File: config.mk
export PLATFORM = sky130hd
export DESIGN_NAME = multidrop_frame_receiver_flat
export DESIGN_NICKNAME = d
export VERILOG_FILES = /design/src/hw/rtl/mfr_pkg.sv /design/src/hw/rtl/mfr_if.sv /design/src/hw/rtl/mfr_ram.sv /design/src/hw/rtl/mfr_parse.sv /design/src/hw/rtl/multidrop_frame_receiver.sv /design/src/flat_wrapper.sv
export SDC_FILE = /design/constraint.sdc
export NUM_CORES = 2
export LEC_CHECK = 0
export BUFFER_PORTS_ARGS = -buffer_cell sky130_fd_sc_hd__clkbuf_2
export CAP_MARGIN = 20
export CELL_PAD_IN_SITES_DETAIL_PLACEMENT = 1
export CELL_PAD_IN_SITES_GLOBAL_PLACEMENT = 1
export CORE_AREA = 2 2 435 437
export CTS_CLUSTER_DIAMETER = 80
export DETAILED_ROUTE_END_ITERATION = 6
export DIE_AREA = 0 0 437 439
export HOLD_SLACK_MARGIN = 0.12
export PLACE_DENSITY = 0.75
export SYNTH_ARGS = -nofsm -noshare
export SYNTH_HDL_FRONTEND = slang
export SYNTH_HIERARCHICAL = 1
export SYNTH_SLANG_ARGS = --single-unit
File: constraint.sdc
create_clock -name clk -period 7.2 [get_ports clk]
set_input_delay 0.36 -clock clk [delete_from_list [all_inputs] [get_ports clk]]
set_output_delay 0.36 -clock clk [all_outputs]
set_load 0.05 [all_outputs]
File: src/hw/rtl/mfr_pkg.sv
// ----------------------------------------------------------------------------
// mfr_pkg
// Shared constants and types of the multidrop frame receiver.
// ----------------------------------------------------------------------------
package mfr_pkg;

  // default sizes
  localparam int NODES_DEF    = 4;
  localparam int MAX_DATA_DEF = 64;

  // fixed field widths
  localparam int CMD_W     = 3;
  localparam int NODE_IN_W = 2;
  localparam int IDX_W     = 6;
  localparam int FLEN_W    = 7;
  localparam int CFG_IDX_W = 2;
  localparam int STAT_W    = 3;

  // commands
  localparam logic [CMD_W-1:0] CMD_START   = 3'd0;
  localparam logic [CMD_W-1:0] CMD_BYTE    = 3'd1;
  localparam logic [CMD_W-1:0] CMD_TIMEOUT = 3'd2;
  localparam logic [CMD_W-1:0] CMD_READ    = 3'd3;
  localparam logic [CMD_W-1:0] CMD_RELEASE = 3'd4;

  // completion status
  localparam logic [STAT_W-1:0] ST_DATA_OK    = 3'd0;
  localparam logic [STAT_W-1:0] ST_POLL_OK    = 3'd1;
  localparam logic [STAT_W-1:0] ST_IDLE_TMO   = 3'd2;
  localparam logic [STAT_W-1:0] ST_WRONG_ADDR = 3'd3;
  localparam logic [STAT_W-1:0] ST_INCOMPLETE = 3'd4;
  localparam logic [STAT_W-1:0] ST_BAD_TYPE   = 3'd5;
  localparam logic [STAT_W-1:0] ST_OVERRUN    = 3'd6;
  localparam logic [STAT_W-1:0] ST_CHECKSUM   = 3'd7;

  // result kinds
  localparam logic KIND_DONE = 1'b0;
  localparam logic KIND_READ = 1'b1;

  // configuration register indexes
  localparam logic [CFG_IDX_W-1:0] CFG_NODE_ADDR = 2'd0;
  localparam logic [CFG_IDX_W-1:0] CFG_IS_MASTER = 2'd1;
  localparam logic [CFG_IDX_W-1:0] CFG_DATA_TYPE = 2'd2;

  // result of one item, before the buffer data byte is merged in
  typedef struct packed {
    logic              kind;
    logic [STAT_W-1:0] status;
    logic [7:0]        src;
    logic [7:0]        dest;
    logic [FLEN_W-1:0] len;
    logic [7:0]        hw_src;
    logic              full;
    logic [7:0]        master;
    logic              data_zero;
  } result_t;

endpackage

File: src/hw/rtl/mfr_if.sv
// ----------------------------------------------------------------------------
// mfr_if
// Valid/ready channels of the multidrop frame receiver.
// ----------------------------------------------------------------------------

// input event channel
interface mfr_in_if;
  logic                           valid;
  logic                           ready;
  logic [mfr_pkg::CMD_W-1:0]      command;
  logic [7:0]                     rx_byte;
  logic                           address_bit;
  logic [mfr_pkg::NODE_IN_W-1:0]  node_index;
  logic [mfr_pkg::IDX_W-1:0]      byte_index;

  modport source (output valid, command, rx_byte, address_bit, node_index, byte_index,
                  input ready);
  modport sink   (input valid, command, rx_byte, address_bit, node_index, byte_index,
                  output ready);
endinterface

// result channel
interface mfr_out_if;
  logic                         valid;
  logic                         ready;
  logic                         result_kind;
  logic [mfr_pkg::STAT_W-1:0]   status;
  logic [7:0]                   data_byte;
  logic [7:0]                   frame_source;
  logic [7:0]                   frame_dest;
  logic [mfr_pkg::FLEN_W-1:0]   frame_length;
  logic [7:0]                   frame_hw_source;
  logic                         buffer_full;
  logic [7:0]                   master_address;

  modport source (output valid, result_kind, status, data_byte, frame_source, frame_dest,
                         frame_length, frame_hw_source, buffer_full, master_address,
                  input ready);
  modport sink   (input valid, result_kind, status, data_byte, frame_source, frame_dest,
                        frame_length, frame_hw_source, buffer_full, master_address,
                  output ready);
endinterface

// configuration write channel
interface mfr_cfg_if;
  logic                           valid;
  logic                           ready;
  logic [mfr_pkg::CFG_IDX_W-1:0]  index;
  logic [7:0]                     data;

  modport source (output valid, index, data, input ready);
  modport sink   (input valid, index, data, output ready);
endinterface

File: src/hw/rtl/mfr_ram.sv
// ----------------------------------------------------------------------------
// mfr_ram
// Generic simple dual-port RAM, one write and one registered read port.
// ----------------------------------------------------------------------------
module mfr_ram #(
  parameter  int WIDTH = 8,
  parameter  int DEPTH = 256,
  localparam int AW    = $clog2(DEPTH)
) (
  input  logic             clk,
  input  logic             we,
  input  logic [AW-1:0]    waddr,
  input  logic [WIDTH-1:0] wdata,
  input  logic             re,
  input  logic [AW-1:0]    raddr,
  output logic [WIDTH-1:0] rdata
);

  logic [WIDTH-1:0] mem [DEPTH];
  logic [WIDTH-1:0] rdata_r;

  // write port and registered read port
  always_ff @(posedge clk) begin
    if (we) begin
      mem[waddr] <= wdata;
    end
    if (re) begin
      rdata_r <= mem[raddr];
    end
  end

  assign rdata = rdata_r;

endmodule

File: src/hw/rtl/mfr_parse.sv
// ----------------------------------------------------------------------------
// mfr_parse
// Frame parser: phase sequencer, checksum, header and full-flag state, and
// address generation for the data buffer RAM.
// ----------------------------------------------------------------------------
module mfr_parse #(
  parameter  int NODES    = mfr_pkg::NODES_DEF,
  parameter  int MAX_DATA = mfr_pkg::MAX_DATA_DEF,
  localparam int AW       = $clog2(NODES * MAX_DATA)
) (
  input  logic                            clk,
  input  logic                            rst_n,
  // configuration
  input  logic [7:0]                      node_address,
  input  logic                            is_master,
  input  logic                            data_type_code,
  // accepted item
  input  logic                            accept,
  input  logic [mfr_pkg::CMD_W-1:0]       in_command,
  input  logic [7:0]                      in_byte,
  input  logic                            in_abit,
  input  logic [mfr_pkg::NODE_IN_W-1:0]   in_node,
  input  logic [mfr_pkg::IDX_W-1:0]       in_idx,
  // result of this item
  output logic                            res_valid,
  output mfr_pkg::result_t                res,
  // data buffer RAM
  output logic                            ram_we,
  output logic [AW-1:0]                   ram_waddr,
  output logic [7:0]                      ram_wdata,
  output logic                            ram_re,
  output logic [AW-1:0]                   ram_raddr
);

  localparam int NW = (NODES > 1) ? $clog2(NODES) : 1;
  localparam int LW = $clog2(MAX_DATA + 1);
  localparam logic [7:0]    NODES_B = 8'(NODES);
  localparam logic [7:0]    MAXD_B  = 8'(MAX_DATA);
  localparam logic [LW-1:0] MAXD_L  = LW'(MAX_DATA);
  localparam logic [AW-1:0] MAXD_A  = AW'(MAX_DATA);

  // frame phases
  localparam logic [3:0] PH_IDLE  = 4'd0;
  localparam logic [3:0] PH_ADDR  = 4'd1;
  localparam logic [3:0] PH_HWSRC = 4'd2;
  localparam logic [3:0] PH_TYPE  = 4'd3;
  localparam logic [3:0] PH_SRC   = 4'd4;
  localparam logic [3:0] PH_DEST  = 4'd5;
  localparam logic [3:0] PH_LEN   = 4'd6;
  localparam logic [3:0] PH_DATA  = 4'd7;
  localparam logic [3:0] PH_SUMD  = 4'd8;
  localparam logic [3:0] PH_SUMP  = 4'd9;

  logic [3:0]                     phase_r, phase_nxt;
  logic [7:0]                     sum_r, sum_nxt;
  logic [mfr_pkg::NODE_IN_W-1:0]  polled_r, polled_nxt;
  logic [7:0]                     hw_src_r, hw_src_nxt;
  logic [7:0]                     src_r, src_nxt;
  logic [7:0]                     dest_r, dest_nxt;
  logic [LW-1:0]                  len_r, len_nxt;
  logic [LW-1:0]                  cnt_r, cnt_nxt;
  logic [7:0]                     master_r, master_nxt;
  logic [NODES-1:0]               full_r, full_nxt;
  logic [7:0]                     hh_hw_r   [NODES];
  logic [7:0]                     hh_hw_nxt [NODES];
  logic [7:0]                     hh_src_r   [NODES];
  logic [7:0]                     hh_src_nxt [NODES];
  logic [7:0]                     hh_dest_r   [NODES];
  logic [7:0]                     hh_dest_nxt [NODES];
  logic [LW-1:0]                  hh_len_r   [NODES];
  logic [LW-1:0]                  hh_len_nxt [NODES];

  logic [7:0]    tgt;
  logic          tgt_ok;
  logic [NW-1:0] tgt_i;
  logic          na_ok;
  logic [NW-1:0] na_i;
  logic          node_ok;
  logic [NW-1:0] node_i;
  logic          idx_ok;
  logic          polled_ok;
  logic [NW-1:0] polled_i;
  logic          b_ok;
  logic [NW-1:0] b_i;
  logic [7:0]    sum_x;
  logic [LW-1:0] cnt_inc;
  logic [15:0]   len_ext;

  // buffer selection and range checks
  always_comb begin
    tgt       = is_master ? dest_r : node_address;
    tgt_ok    = tgt < NODES_B;
    tgt_i     = NW'(tgt);
    na_ok     = node_address < NODES_B;
    na_i      = NW'(node_address);
    node_ok   = 8'(in_node) < NODES_B;
    node_i    = NW'(in_node);
    idx_ok    = 8'(in_idx) < MAXD_B;
    polled_ok = 8'(polled_r) < NODES_B;
    polled_i  = NW'(polled_r);
    b_ok      = in_byte < NODES_B;
    b_i       = NW'(in_byte);
    sum_x     = sum_r ^ in_byte;
    cnt_inc   = cnt_r + LW'(1);
    len_ext   = 16'(hh_len_r[node_i]);
  end

  // next state and result of the accepted item
  always_comb begin
    phase_nxt   = phase_r;
    sum_nxt     = sum_r;
    polled_nxt  = polled_r;
    hw_src_nxt  = hw_src_r;
    src_nxt     = src_r;
    dest_nxt    = dest_r;
    len_nxt     = len_r;
    cnt_nxt     = cnt_r;
    master_nxt  = master_r;
    full_nxt    = full_r;
    hh_hw_nxt   = hh_hw_r;
    hh_src_nxt  = hh_src_r;
    hh_dest_nxt = hh_dest_r;
    hh_len_nxt  = hh_len_r;

    res_valid     = 1'b0;
    res           = '0;
    res.master    = master_r;
    res.data_zero = 1'b1;

    ram_we      = 1'b0;
    ram_waddr   = AW'(tgt_i) * MAXD_A + AW'(cnt_r);
    ram_wdata   = in_byte;
    ram_re      = 1'b0;
    ram_raddr   = AW'(node_i) * MAXD_A + AW'(in_idx);

    if (accept) begin
      unique case (in_command)
        mfr_pkg::CMD_START: begin
          polled_nxt = in_node;
          sum_nxt    = '0;
          cnt_nxt    = '0;
          phase_nxt  = PH_ADDR;
        end

        mfr_pkg::CMD_BYTE: begin
          unique case (phase_r)
            PH_ADDR: begin
              if (in_abit) begin
                if (is_master && polled_ok) begin
                  full_nxt[polled_i] = 1'b0;
                end
                if (in_byte != node_address) begin
                  if (is_master) begin
                    res_valid  = 1'b1;
                    res.status = mfr_pkg::ST_WRONG_ADDR;
                    phase_nxt  = PH_IDLE;
                  end
                end else begin
                  sum_nxt   = node_address;
                  phase_nxt = PH_HWSRC;
                end
              end
            end
            PH_HWSRC: begin
              hw_src_nxt = in_byte;
              sum_nxt    = sum_x;
              if (!is_master) begin
                master_nxt = in_byte;
              end
              phase_nxt = PH_TYPE;
            end
            PH_TYPE: begin
              if (in_byte > 8'd1) begin
                res_valid  = 1'b1;
                res.status = mfr_pkg::ST_BAD_TYPE;
                phase_nxt  = PH_IDLE;
              end else begin
                sum_nxt = sum_x;
                if (in_byte[0] == data_type_code) begin
                  phase_nxt = PH_SRC;
                end else begin
                  if (na_ok) begin
                    hh_hw_nxt[na_i] = hw_src_r;
                  end
                  phase_nxt = PH_SUMP;
                end
              end
            end
            PH_SRC: begin
              src_nxt   = in_byte;
              sum_nxt   = sum_x;
              phase_nxt = PH_DEST;
            end
            PH_DEST: begin
              dest_nxt = in_byte;
              sum_nxt  = sum_x;
              if (!b_ok) begin
                res_valid  = 1'b1;
                res.status = mfr_pkg::ST_BAD_TYPE;
                phase_nxt  = PH_IDLE;
              end else if (is_master && full_r[b_i]) begin
                res_valid  = 1'b1;
                res.status = mfr_pkg::ST_OVERRUN;
                phase_nxt  = PH_IDLE;
              end else begin
                phase_nxt = PH_LEN;
              end
            end
            PH_LEN: begin
              sum_nxt = sum_x;
              if (in_byte > MAXD_B) begin
                res_valid  = 1'b1;
                res.status = mfr_pkg::ST_BAD_TYPE;
                phase_nxt  = PH_IDLE;
              end else begin
                len_nxt = LW'(in_byte);
                if (tgt_ok) begin
                  if (is_master) begin
                    hh_hw_nxt[tgt_i]   = node_address;
                    hh_dest_nxt[tgt_i] = dest_r;
                  end
                  hh_src_nxt[tgt_i] = src_r;
                  hh_len_nxt[tgt_i] = LW'(in_byte);
                end
                cnt_nxt   = '0;
                phase_nxt = (in_byte == 8'd0) ? PH_SUMD : PH_DATA;
              end
            end
            PH_DATA: begin
              ram_we  = tgt_ok && (cnt_r < MAXD_L);
              sum_nxt = sum_x;
              cnt_nxt = cnt_inc;
              if (cnt_inc >= len_r) begin
                phase_nxt = PH_SUMD;
              end
            end
            PH_SUMD: begin
              res_valid = 1'b1;
              phase_nxt = PH_IDLE;
              if (in_byte != sum_r) begin
                res.status = mfr_pkg::ST_CHECKSUM;
              end else begin
                res.status = mfr_pkg::ST_DATA_OK;
                if (tgt_ok) begin
                  full_nxt[tgt_i] = 1'b1;
                end
              end
            end
            PH_SUMP: begin
              res_valid  = 1'b1;
              res.status = (in_byte == sum_r) ? mfr_pkg::ST_POLL_OK : mfr_pkg::ST_CHECKSUM;
              phase_nxt  = PH_IDLE;
            end
            default: begin
            end
          endcase
        end

        mfr_pkg::CMD_TIMEOUT: begin
          if (phase_r != PH_IDLE) begin
            res_valid  = 1'b1;
            res.status = (phase_r == PH_ADDR) ? mfr_pkg::ST_IDLE_TMO
                                              : mfr_pkg::ST_INCOMPLETE;
            phase_nxt  = PH_IDLE;
          end
        end

        mfr_pkg::CMD_READ: begin
          res_valid     = 1'b1;
          res.kind      = mfr_pkg::KIND_READ;
          res.data_zero = !(node_ok && idx_ok);
          ram_re        = node_ok && idx_ok;
          if (node_ok) begin
            res.src    = hh_src_r[node_i];
            res.dest   = hh_dest_r[node_i];
            res.len    = len_ext[mfr_pkg::FLEN_W-1:0];
            res.hw_src = hh_hw_r[node_i];
            res.full   = full_r[node_i];
          end
        end

        mfr_pkg::CMD_RELEASE: begin
          if (node_ok) begin
            full_nxt[node_i] = 1'b0;
          end
        end

        default: begin
        end
      endcase
    end
  end

  // state registers
  always_ff @(posedge clk) begin
    if (!rst_n) begin
      phase_r  <= PH_IDLE;
      sum_r    <= '0;
      polled_r <= '0;
      hw_src_r <= '0;
      src_r    <= '0;
      dest_r   <= '0;
      len_r    <= '0;
      cnt_r    <= '0;
      master_r <= '0;
      full_r   <= '0;
      for (int i = 0; i < NODES; i++) begin
        hh_hw_r[i]   <= '0;
        hh_src_r[i]  <= '0;
        hh_dest_r[i] <= '0;
        hh_len_r[i]  <= '0;
      end
    end else begin
      phase_r   <= phase_nxt;
      sum_r     <= sum_nxt;
      polled_r  <= polled_nxt;
      hw_src_r  <= hw_src_nxt;
      src_r     <= src_nxt;
      dest_r    <= dest_nxt;
      len_r     <= len_nxt;
      cnt_r     <= cnt_nxt;
      master_r  <= master_nxt;
      full_r    <= full_nxt;
      hh_hw_r   <= hh_hw_nxt;
      hh_src_r  <= hh_src_nxt;
      hh_dest_r <= hh_dest_nxt;
      hh_len_r  <= hh_len_nxt;
    end
  end

endmodule

File: src/hw/rtl/multidrop_frame_receiver.sv
// ----------------------------------------------------------------------------
// multidrop_frame_receiver
// Takes one bus event per item (start, received byte, timeout, buffer read,
// buffer release) and answers frame completions and buffer reads. Accepts
// one item every clock while the output is not stalled. A result passes
// the registered read of the data buffer RAM and then the output register
// on its way to the output. The parser state sits in flip-flops and is
// updated in the cycle of acceptance; the NODES x MAX_DATA data buffer is
// a single RAM with one write and one read port and needs no clearing
// after reset. Configuration is written through the cfg channel, which is
// always ready; write it only while no frame is in progress.
// ----------------------------------------------------------------------------
module multidrop_frame_receiver #(
  parameter int NODES    = mfr_pkg::NODES_DEF,
  parameter int MAX_DATA = mfr_pkg::MAX_DATA_DEF
) (
  input  logic       clk,
  input  logic       rst_n,
  mfr_in_if.sink     in_ch,
  mfr_out_if.source  out_ch,
  mfr_cfg_if.sink    cfg_ch
);

  localparam int AW = $clog2(NODES * MAX_DATA);

  logic [7:0] node_address_r;
  logic       is_master_r;
  logic       data_type_r;

  logic             accept;
  logic             res_valid;
  mfr_pkg::result_t res;
  logic             ram_we;
  logic [AW-1:0]    ram_waddr;
  logic [7:0]       ram_wdata;
  logic             ram_re;
  logic [AW-1:0]    ram_raddr;
  logic [7:0]       ram_rdata;

  logic             s1_valid_r;
  mfr_pkg::result_t s1_r;
  logic             out_valid_r;
  mfr_pkg::result_t out_r;
  logic [7:0]       out_data_r;
  logic             adv;

  // configuration registers
  assign cfg_ch.ready = 1'b1;

  always_ff @(posedge clk) begin
    if (!rst_n) begin
      node_address_r <= 8'd1;
      is_master_r    <= 1'b0;
      data_type_r    <= 1'b1;
    end else if (cfg_ch.valid) begin
      unique case (cfg_ch.index)
        mfr_pkg::CFG_NODE_ADDR: node_address_r <= cfg_ch.data;
        mfr_pkg::CFG_IS_MASTER: is_master_r    <= cfg_ch.data[0];
        mfr_pkg::CFG_DATA_TYPE: data_type_r    <= cfg_ch.data[0];
        default: begin
        end
      endcase
    end
  end

  // handshake: the RAM stage moves on whenever the output register frees up
  assign adv         = !out_valid_r || out_ch.ready;
  assign in_ch.ready = !s1_valid_r || adv;
  assign accept      = in_ch.valid && in_ch.ready;

  mfr_parse #(
    .NODES    (NODES),
    .MAX_DATA (MAX_DATA)
  ) u_parse (
    .clk            (clk),
    .rst_n          (rst_n),
    .node_address   (node_address_r),
    .is_master      (is_master_r),
    .data_type_code (data_type_r),
    .accept         (accept),
    .in_command     (in_ch.command),
    .in_byte        (in_ch.rx_byte),
    .in_abit        (in_ch.address_bit),
    .in_node        (in_ch.node_index),
    .in_idx         (in_ch.byte_index),
    .res_valid      (res_valid),
    .res            (res),
    .ram_we         (ram_we),
    .ram_waddr      (ram_waddr),
    .ram_wdata      (ram_wdata),
    .ram_re         (ram_re),
    .ram_raddr      (ram_raddr)
  );

  mfr_ram #(
    .WIDTH (8),
    .DEPTH (NODES * MAX_DATA)
  ) u_data_ram (
    .clk   (clk),
    .we    (ram_we),
    .waddr (ram_waddr),
    .wdata (ram_wdata),
    .re    (ram_re),
    .raddr (ram_raddr),
    .rdata (ram_rdata)
  );

  // result waits here while the buffer read completes
  always_ff @(posedge clk) begin
    if (!rst_n) begin
      s1_valid_r <= 1'b0;
    end else if (accept) begin
      s1_valid_r <= res_valid;
    end else if (adv) begin
      s1_valid_r <= 1'b0;
    end
  end

  always_ff @(posedge clk) begin
    if (accept) begin
      s1_r <= res;
    end
  end

  // output register, data byte merged from the RAM
  always_ff @(posedge clk) begin
    if (!rst_n) begin
      out_valid_r <= 1'b0;
    end else if (adv) begin
      out_valid_r <= s1_valid_r;
    end
  end

  always_ff @(posedge clk) begin
    if (adv && s1_valid_r) begin
      out_r      <= s1_r;
      out_data_r <= s1_r.data_zero ? 8'd0 : ram_rdata;
    end
  end

  assign out_ch.valid           = out_valid_r;
  assign out_ch.result_kind     = out_r.kind;
  assign out_ch.status          = out_r.status;
  assign out_ch.data_byte       = out_data_r;
  assign out_ch.frame_source    = out_r.src;
  assign out_ch.frame_dest      = out_r.dest;
  assign out_ch.frame_length    = out_r.len;
  assign out_ch.frame_hw_source = out_r.hw_src;
  assign out_ch.buffer_full     = out_r.full;
  assign out_ch.master_address  = out_r.master;

endmodule

File: src/flat_wrapper.sv
// flat-port wrapper written by rule: the top's interface ports become plain ports
module multidrop_frame_receiver_flat 
#(
  parameter int NODES    = mfr_pkg::NODES_DEF,
  parameter int MAX_DATA = mfr_pkg::MAX_DATA_DEF
)
  (clk, rst_n, in_ch_valid, in_ch_command, in_ch_rx_byte, in_ch_address_bit, in_ch_node_index, in_ch_byte_index, in_ch_ready, out_ch_valid, out_ch_result_kind, out_ch_status, out_ch_data_byte, out_ch_frame_source, out_ch_frame_dest, out_ch_frame_length, out_ch_frame_hw_source, out_ch_buffer_full, out_ch_master_address, out_ch_ready, cfg_ch_valid, cfg_ch_index, cfg_ch_data, cfg_ch_ready);
  mfr_in_if in_ch_i ();
  mfr_out_if out_ch_i ();
  mfr_cfg_if cfg_ch_i ();
  input  logic clk;
  input  logic rst_n;
  input wire logic [$bits(in_ch_i.valid)-1:0] in_ch_valid;
  input wire logic [$bits(in_ch_i.command)-1:0] in_ch_command;
  input wire logic [$bits(in_ch_i.rx_byte)-1:0] in_ch_rx_byte;
  input wire logic [$bits(in_ch_i.address_bit)-1:0] in_ch_address_bit;
  input wire logic [$bits(in_ch_i.node_index)-1:0] in_ch_node_index;
  input wire logic [$bits(in_ch_i.byte_index)-1:0] in_ch_byte_index;
  output wire logic [$bits(in_ch_i.ready)-1:0] in_ch_ready;
  output wire logic [$bits(out_ch_i.valid)-1:0] out_ch_valid;
  output wire logic [$bits(out_ch_i.result_kind)-1:0] out_ch_result_kind;
  output wire logic [$bits(out_ch_i.status)-1:0] out_ch_status;
  output wire logic [$bits(out_ch_i.data_byte)-1:0] out_ch_data_byte;
  output wire logic [$bits(out_ch_i.frame_source)-1:0] out_ch_frame_source;
  output wire logic [$bits(out_ch_i.frame_dest)-1:0] out_ch_frame_dest;
  output wire logic [$bits(out_ch_i.frame_length)-1:0] out_ch_frame_length;
  output wire logic [$bits(out_ch_i.frame_hw_source)-1:0] out_ch_frame_hw_source;
  output wire logic [$bits(out_ch_i.buffer_full)-1:0] out_ch_buffer_full;
  output wire logic [$bits(out_ch_i.master_address)-1:0] out_ch_master_address;
  input wire logic [$bits(out_ch_i.ready)-1:0] out_ch_ready;
  input wire logic [$bits(cfg_ch_i.valid)-1:0] cfg_ch_valid;
  input wire logic [$bits(cfg_ch_i.index)-1:0] cfg_ch_index;
  input wire logic [$bits(cfg_ch_i.data)-1:0] cfg_ch_data;
  output wire logic [$bits(cfg_ch_i.ready)-1:0] cfg_ch_ready;
  assign in_ch_i.valid = in_ch_valid;
  assign in_ch_i.command = in_ch_command;
  assign in_ch_i.rx_byte = in_ch_rx_byte;
  assign in_ch_i.address_bit = in_ch_address_bit;
  assign in_ch_i.node_index = in_ch_node_index;
  assign in_ch_i.byte_index = in_ch_byte_index;
  assign in_ch_ready = in_ch_i.ready;
  assign out_ch_valid = out_ch_i.valid;
  assign out_ch_result_kind = out_ch_i.result_kind;
  assign out_ch_status = out_ch_i.status;
  assign out_ch_data_byte = out_ch_i.data_byte;
  assign out_ch_frame_source = out_ch_i.frame_source;
  assign out_ch_frame_dest = out_ch_i.frame_dest;
  assign out_ch_frame_length = out_ch_i.frame_length;
  assign out_ch_frame_hw_source = out_ch_i.frame_hw_source;
  assign out_ch_buffer_full = out_ch_i.buffer_full;
  assign out_ch_master_address = out_ch_i.master_address;
  assign out_ch_i.ready = out_ch_ready;
  assign cfg_ch_i.valid = cfg_ch_valid;
  assign cfg_ch_i.index = cfg_ch_index;
  assign cfg_ch_i.data = cfg_ch_data;
  assign cfg_ch_ready = cfg_ch_i.ready;
  multidrop_frame_receiver #(.NODES(NODES), .MAX_DATA(MAX_DATA)) u_core (.clk(clk), .rst_n(rst_n), .in_ch(in_ch_i), .out_ch(out_ch_i), .cfg_ch(cfg_ch_i));
endmodule
==> impl_metrics.toml <==
[timing]
clock_skew_ps = 50.8
relSlewSlack = 0.170
hold_viol_final = 0
setup-tns-final_ps = 0
slew_viol_final = 0
fin_crit_sh = 0.690
rsz0062_at_grt = "false"
fin_crit_ps = 4970
tightest_slew_ps = 1230
setup-violations-final = 0
clock.fmax_mhz = 201
whs_ps = 310

[clock_tree]
clk-insertion-delay-late_ps = 880
cts_tree = "done"
h-tree-depth = 4
cts_sinks = 2353
clock-root-buffer = "clkbuf_16"
postCtsResizedCells = 0
cts_buffer_depth = 3
path_clk_slew_ps = 60
numCtsBuffers = 225

[synthesis]
ys.warnings.count = 6
synth_area_per_cell_um2 = 18.7
synth_nets = 5028
async_reset_ff_frac = 0
synth.distinct_cells = 91
synth_top_area_share = 0.695
synthFlopType = "edfxtp_1"
synth_edf_count = 2153
yosys.area.top_type = "edfxtp_1"
synthCells = 4984
synth-seq-area-share = 0.738
syn-cell-area_um2 = 93100
ys_seq_elements = 2353
synthTopCellsByArea = "edfxtp_1, mux4_2, dfxtp_1"

[global_routing]
gr-total-overflow = 0
grt_usage = 0.269
grt_pass1_vias = 52300
grt_pass1_wl_um = 375000
grt_max_degree = 165
antenna_found_initial = 3

[floorplanning]
start_util = 0.498
core_area_um2 = 187000
io_pins = 90
die_w_um = 437
fp-row-count = 159
dieHeight_um = 439
dieArea_um2 = 192000

[critical_path]
critPathRequiredTime_ps = 7700
r2r_setup_slack_ps = 2230
reg2regPathDepth = 8
worstPathMaxFanout = 19
reg2reg_from = "u_core/is_master_r$_SDFFE_PN0P_"
crit_path_start_kind = "register"
end_kind = "register"
path_class = "register to register"
crit_arrival_ps = 5470
rr_endpoint = "u_core/u_data_ram/mem[219][3]$_DFFE_PP_"

[drt]
vias_per_cell = 6.48
first_iter_violations = 6327
num_vias = 50500
wire_per_inst_um = 33.1
drt_pre_antenna_iters = 6
ant_nets = 0
route.detailed.drc = 0
routed_wl_um = 258000

[status]
status = "completed"

[hold_path]
min_delay_path_depth = 4
holdPathEnd = "u_core/u_parse/polled_i[1]$_SDFFE_PN0P_"
hold_path_class = "input port to register"
min_from = "in_ch_node_index[1]"

[job]
cap_violations = 0

[place]
place_area_um2 = 95700
place_hpwl_um = 157000
routabilityCongestion = 0.889
portBuffers = 88

[layout]
stdcell_area_um2 = 104000
fin_nets = 5153
final_layout_size_suffix_gt1_frac = 0.200
fill_cells = 16600
multi_input_area_um2 = 22400
area_growth_pct = 11.2
seq_area_um2 = 68700

[power]
finalPower_mw = 28.0
peakVddDrop_mv = 0.277
leakage_nw = 32.7
power_density_nw_per_um2 = 270
[worst max-delay path, stage by stage, from the launching register on]
cell and delay, ps:
dfxtp_1 860, nor4b_1 380, and2_1 370, nor2_1 170, nor3_2 320, buf_4 320
nand4_1 830, buf_4 620, nor2_1 690
[sequential cells by signal, indices dropped and copies added (netlist names), 8 cells and up]
signal	count
u_core/out_ch.frame_hw_source	8
u_core/u_parse/master_r	8
u_core/out_ch.master_address	8
u_core/out_ch.data_byte	8
u_core/out_ch.frame_source	8
u_core/u_data_ram/mem	2048
u_core/u_parse/dest_r	8
u_core/u_parse/hh_src_r	32
u_core/out_ch.frame_dest	8
u_core/u_parse/hh_dest_r	32
u_core/s1_r	45
u_core/node_address_r	8
u_core/u_data_ram/rdata	8
u_core/u_parse/hw_src_r	8
u_core/u_parse/hh_hw_r	32
u_core/u_parse/src_r	8
u_core/u_parse/hh_len_r	28
u_core/u_parse/sum_r	8
[area by class of cell]
cell class	count	share of cell area
inverters	23	0.000858
diodes	4	0.0000967
clock buffers	272	0.0568
repair buffers	243	0.0193
well taps	2495	0.0302
clock inverters	138	0.0136
multi-input cells	2263	0.216
flip-flops and latches	2353	0.663
[layer usage]
layer | global-route usage | wire length [µm]
met1 | 0.377 | 102000
met2 | 0.432 | 125000
met3 | 0.0415 | 21600
met4 | 0.0981 | 9620
met5 | 0 | 12
[report_power, final]
part           internal, mW  switching, mW  total (mW)
Clock                  6.61           5.13        11.7
Combinational         0.418          0.883        1.30
Sequential             14.9         0.0123        14.9
Total                  21.9           6.03        28.0
[cells by family (layout without fill, tap and decap cells)]
family,after synthesis,after routing,synth area share
muxes,719,719,0.143
adders and majority gates,9,9,0.00121
buffers and inverters,368,676,0.0233
and+or+nand+nor,912,912,0.0471
AOI/OAI and AO/OA,596,596,0.0452
xor gates and xnor gates,26,26,0.00245
DFF,2353,2353,0.738
other,1,5,0.0000403
[layout by cell type (no fill, tap or decap), types with 35 or more instances in the layout]
master,n
clkinv_1,51
mux2i_1,228
nor2_1,420
buf_4,92
o21ai_0,35
dfxtp_1,200
edfxtp_1,2153
mux4_2,487
nor3_1,64
a21oi_1,167
clkbuf_2,74
nor2b_1,77
nand3_1,64
dlygate4sd3_1,46
o221ai_1,57
clkbuf_16,226
a22oi_1,138
nand2_1,117
clkbuf_1,41
[worst max path at each step]
stage | from | to | slack [ps]
2_1_floorplan | u_core/out_ch.valid$_SDFFE_PN0P_ | u_core/u_data_ram/mem[234][0]$_DFFE_PP_ | 2430
3_3_place_gp | u_core/is_master_r$_SDFFE_PN0P_ | u_core/u_data_ram/mem[89][3]$_DFFE_PP_ | 2420
3_5_place_dp | u_core/is_master_r$_SDFFE_PN0P_ | u_core/u_data_ram/mem[219][3]$_DFFE_PP_ | 2320
4_1_cts | u_core/is_master_r$_SDFFE_PN0P_ | u_core/u_data_ram/mem[221][6]$_DFFE_PP_ | 2280
5_1_grt | u_core/is_master_r$_SDFFE_PN0P_ | u_core/u_data_ram/mem[51][5]$_DFFE_PP_ | 2090
6_report | u_core/is_master_r$_SDFFE_PN0P_ | u_core/u_data_ram/mem[219][3]$_DFFE_PP_ | 2230
[cells in the mapped netlist, drive strengths merged (19+ instances only)]
cell type	number
a21oi	167
mux2i	228
nand2	117
a211oi	19
dfxtp	200
nand3	67
o22ai	29
buf	176
o221ai	58
mux4	489
nor2b	81
clkbuf	166
nor3	67
inv	22
and2	33
a2111oi	37
edfxtp	2153
nor4	35
a22oi	138
nor2	423
xor2	21
o21ai	37
nand2b	24
[metrics by stage]
| stage | cells | utilization | worst slack [ps] |
|---|---|---|---|
| global placement | 7322 | 0.512 | 2420 |
| detailed placement | 7328 | 0.512 | 2320 |
| floorplan | 4984 | - | 2430 |
| CTS | 7784 | 0.553 | 2280 |
| finish | 7791 | 0.554 | 2230 |
| global route | 7787 | 0.554 | 2090 |
[timing repair]
item / CTS / global route
setup buffers: 0 / 0
hold buffers: 46 / 0
hold endpoints to repair: 502 / 0
setup endpoints to repair: 0 / 0
No activity file was read; power rests on OpenSTA's default activity.
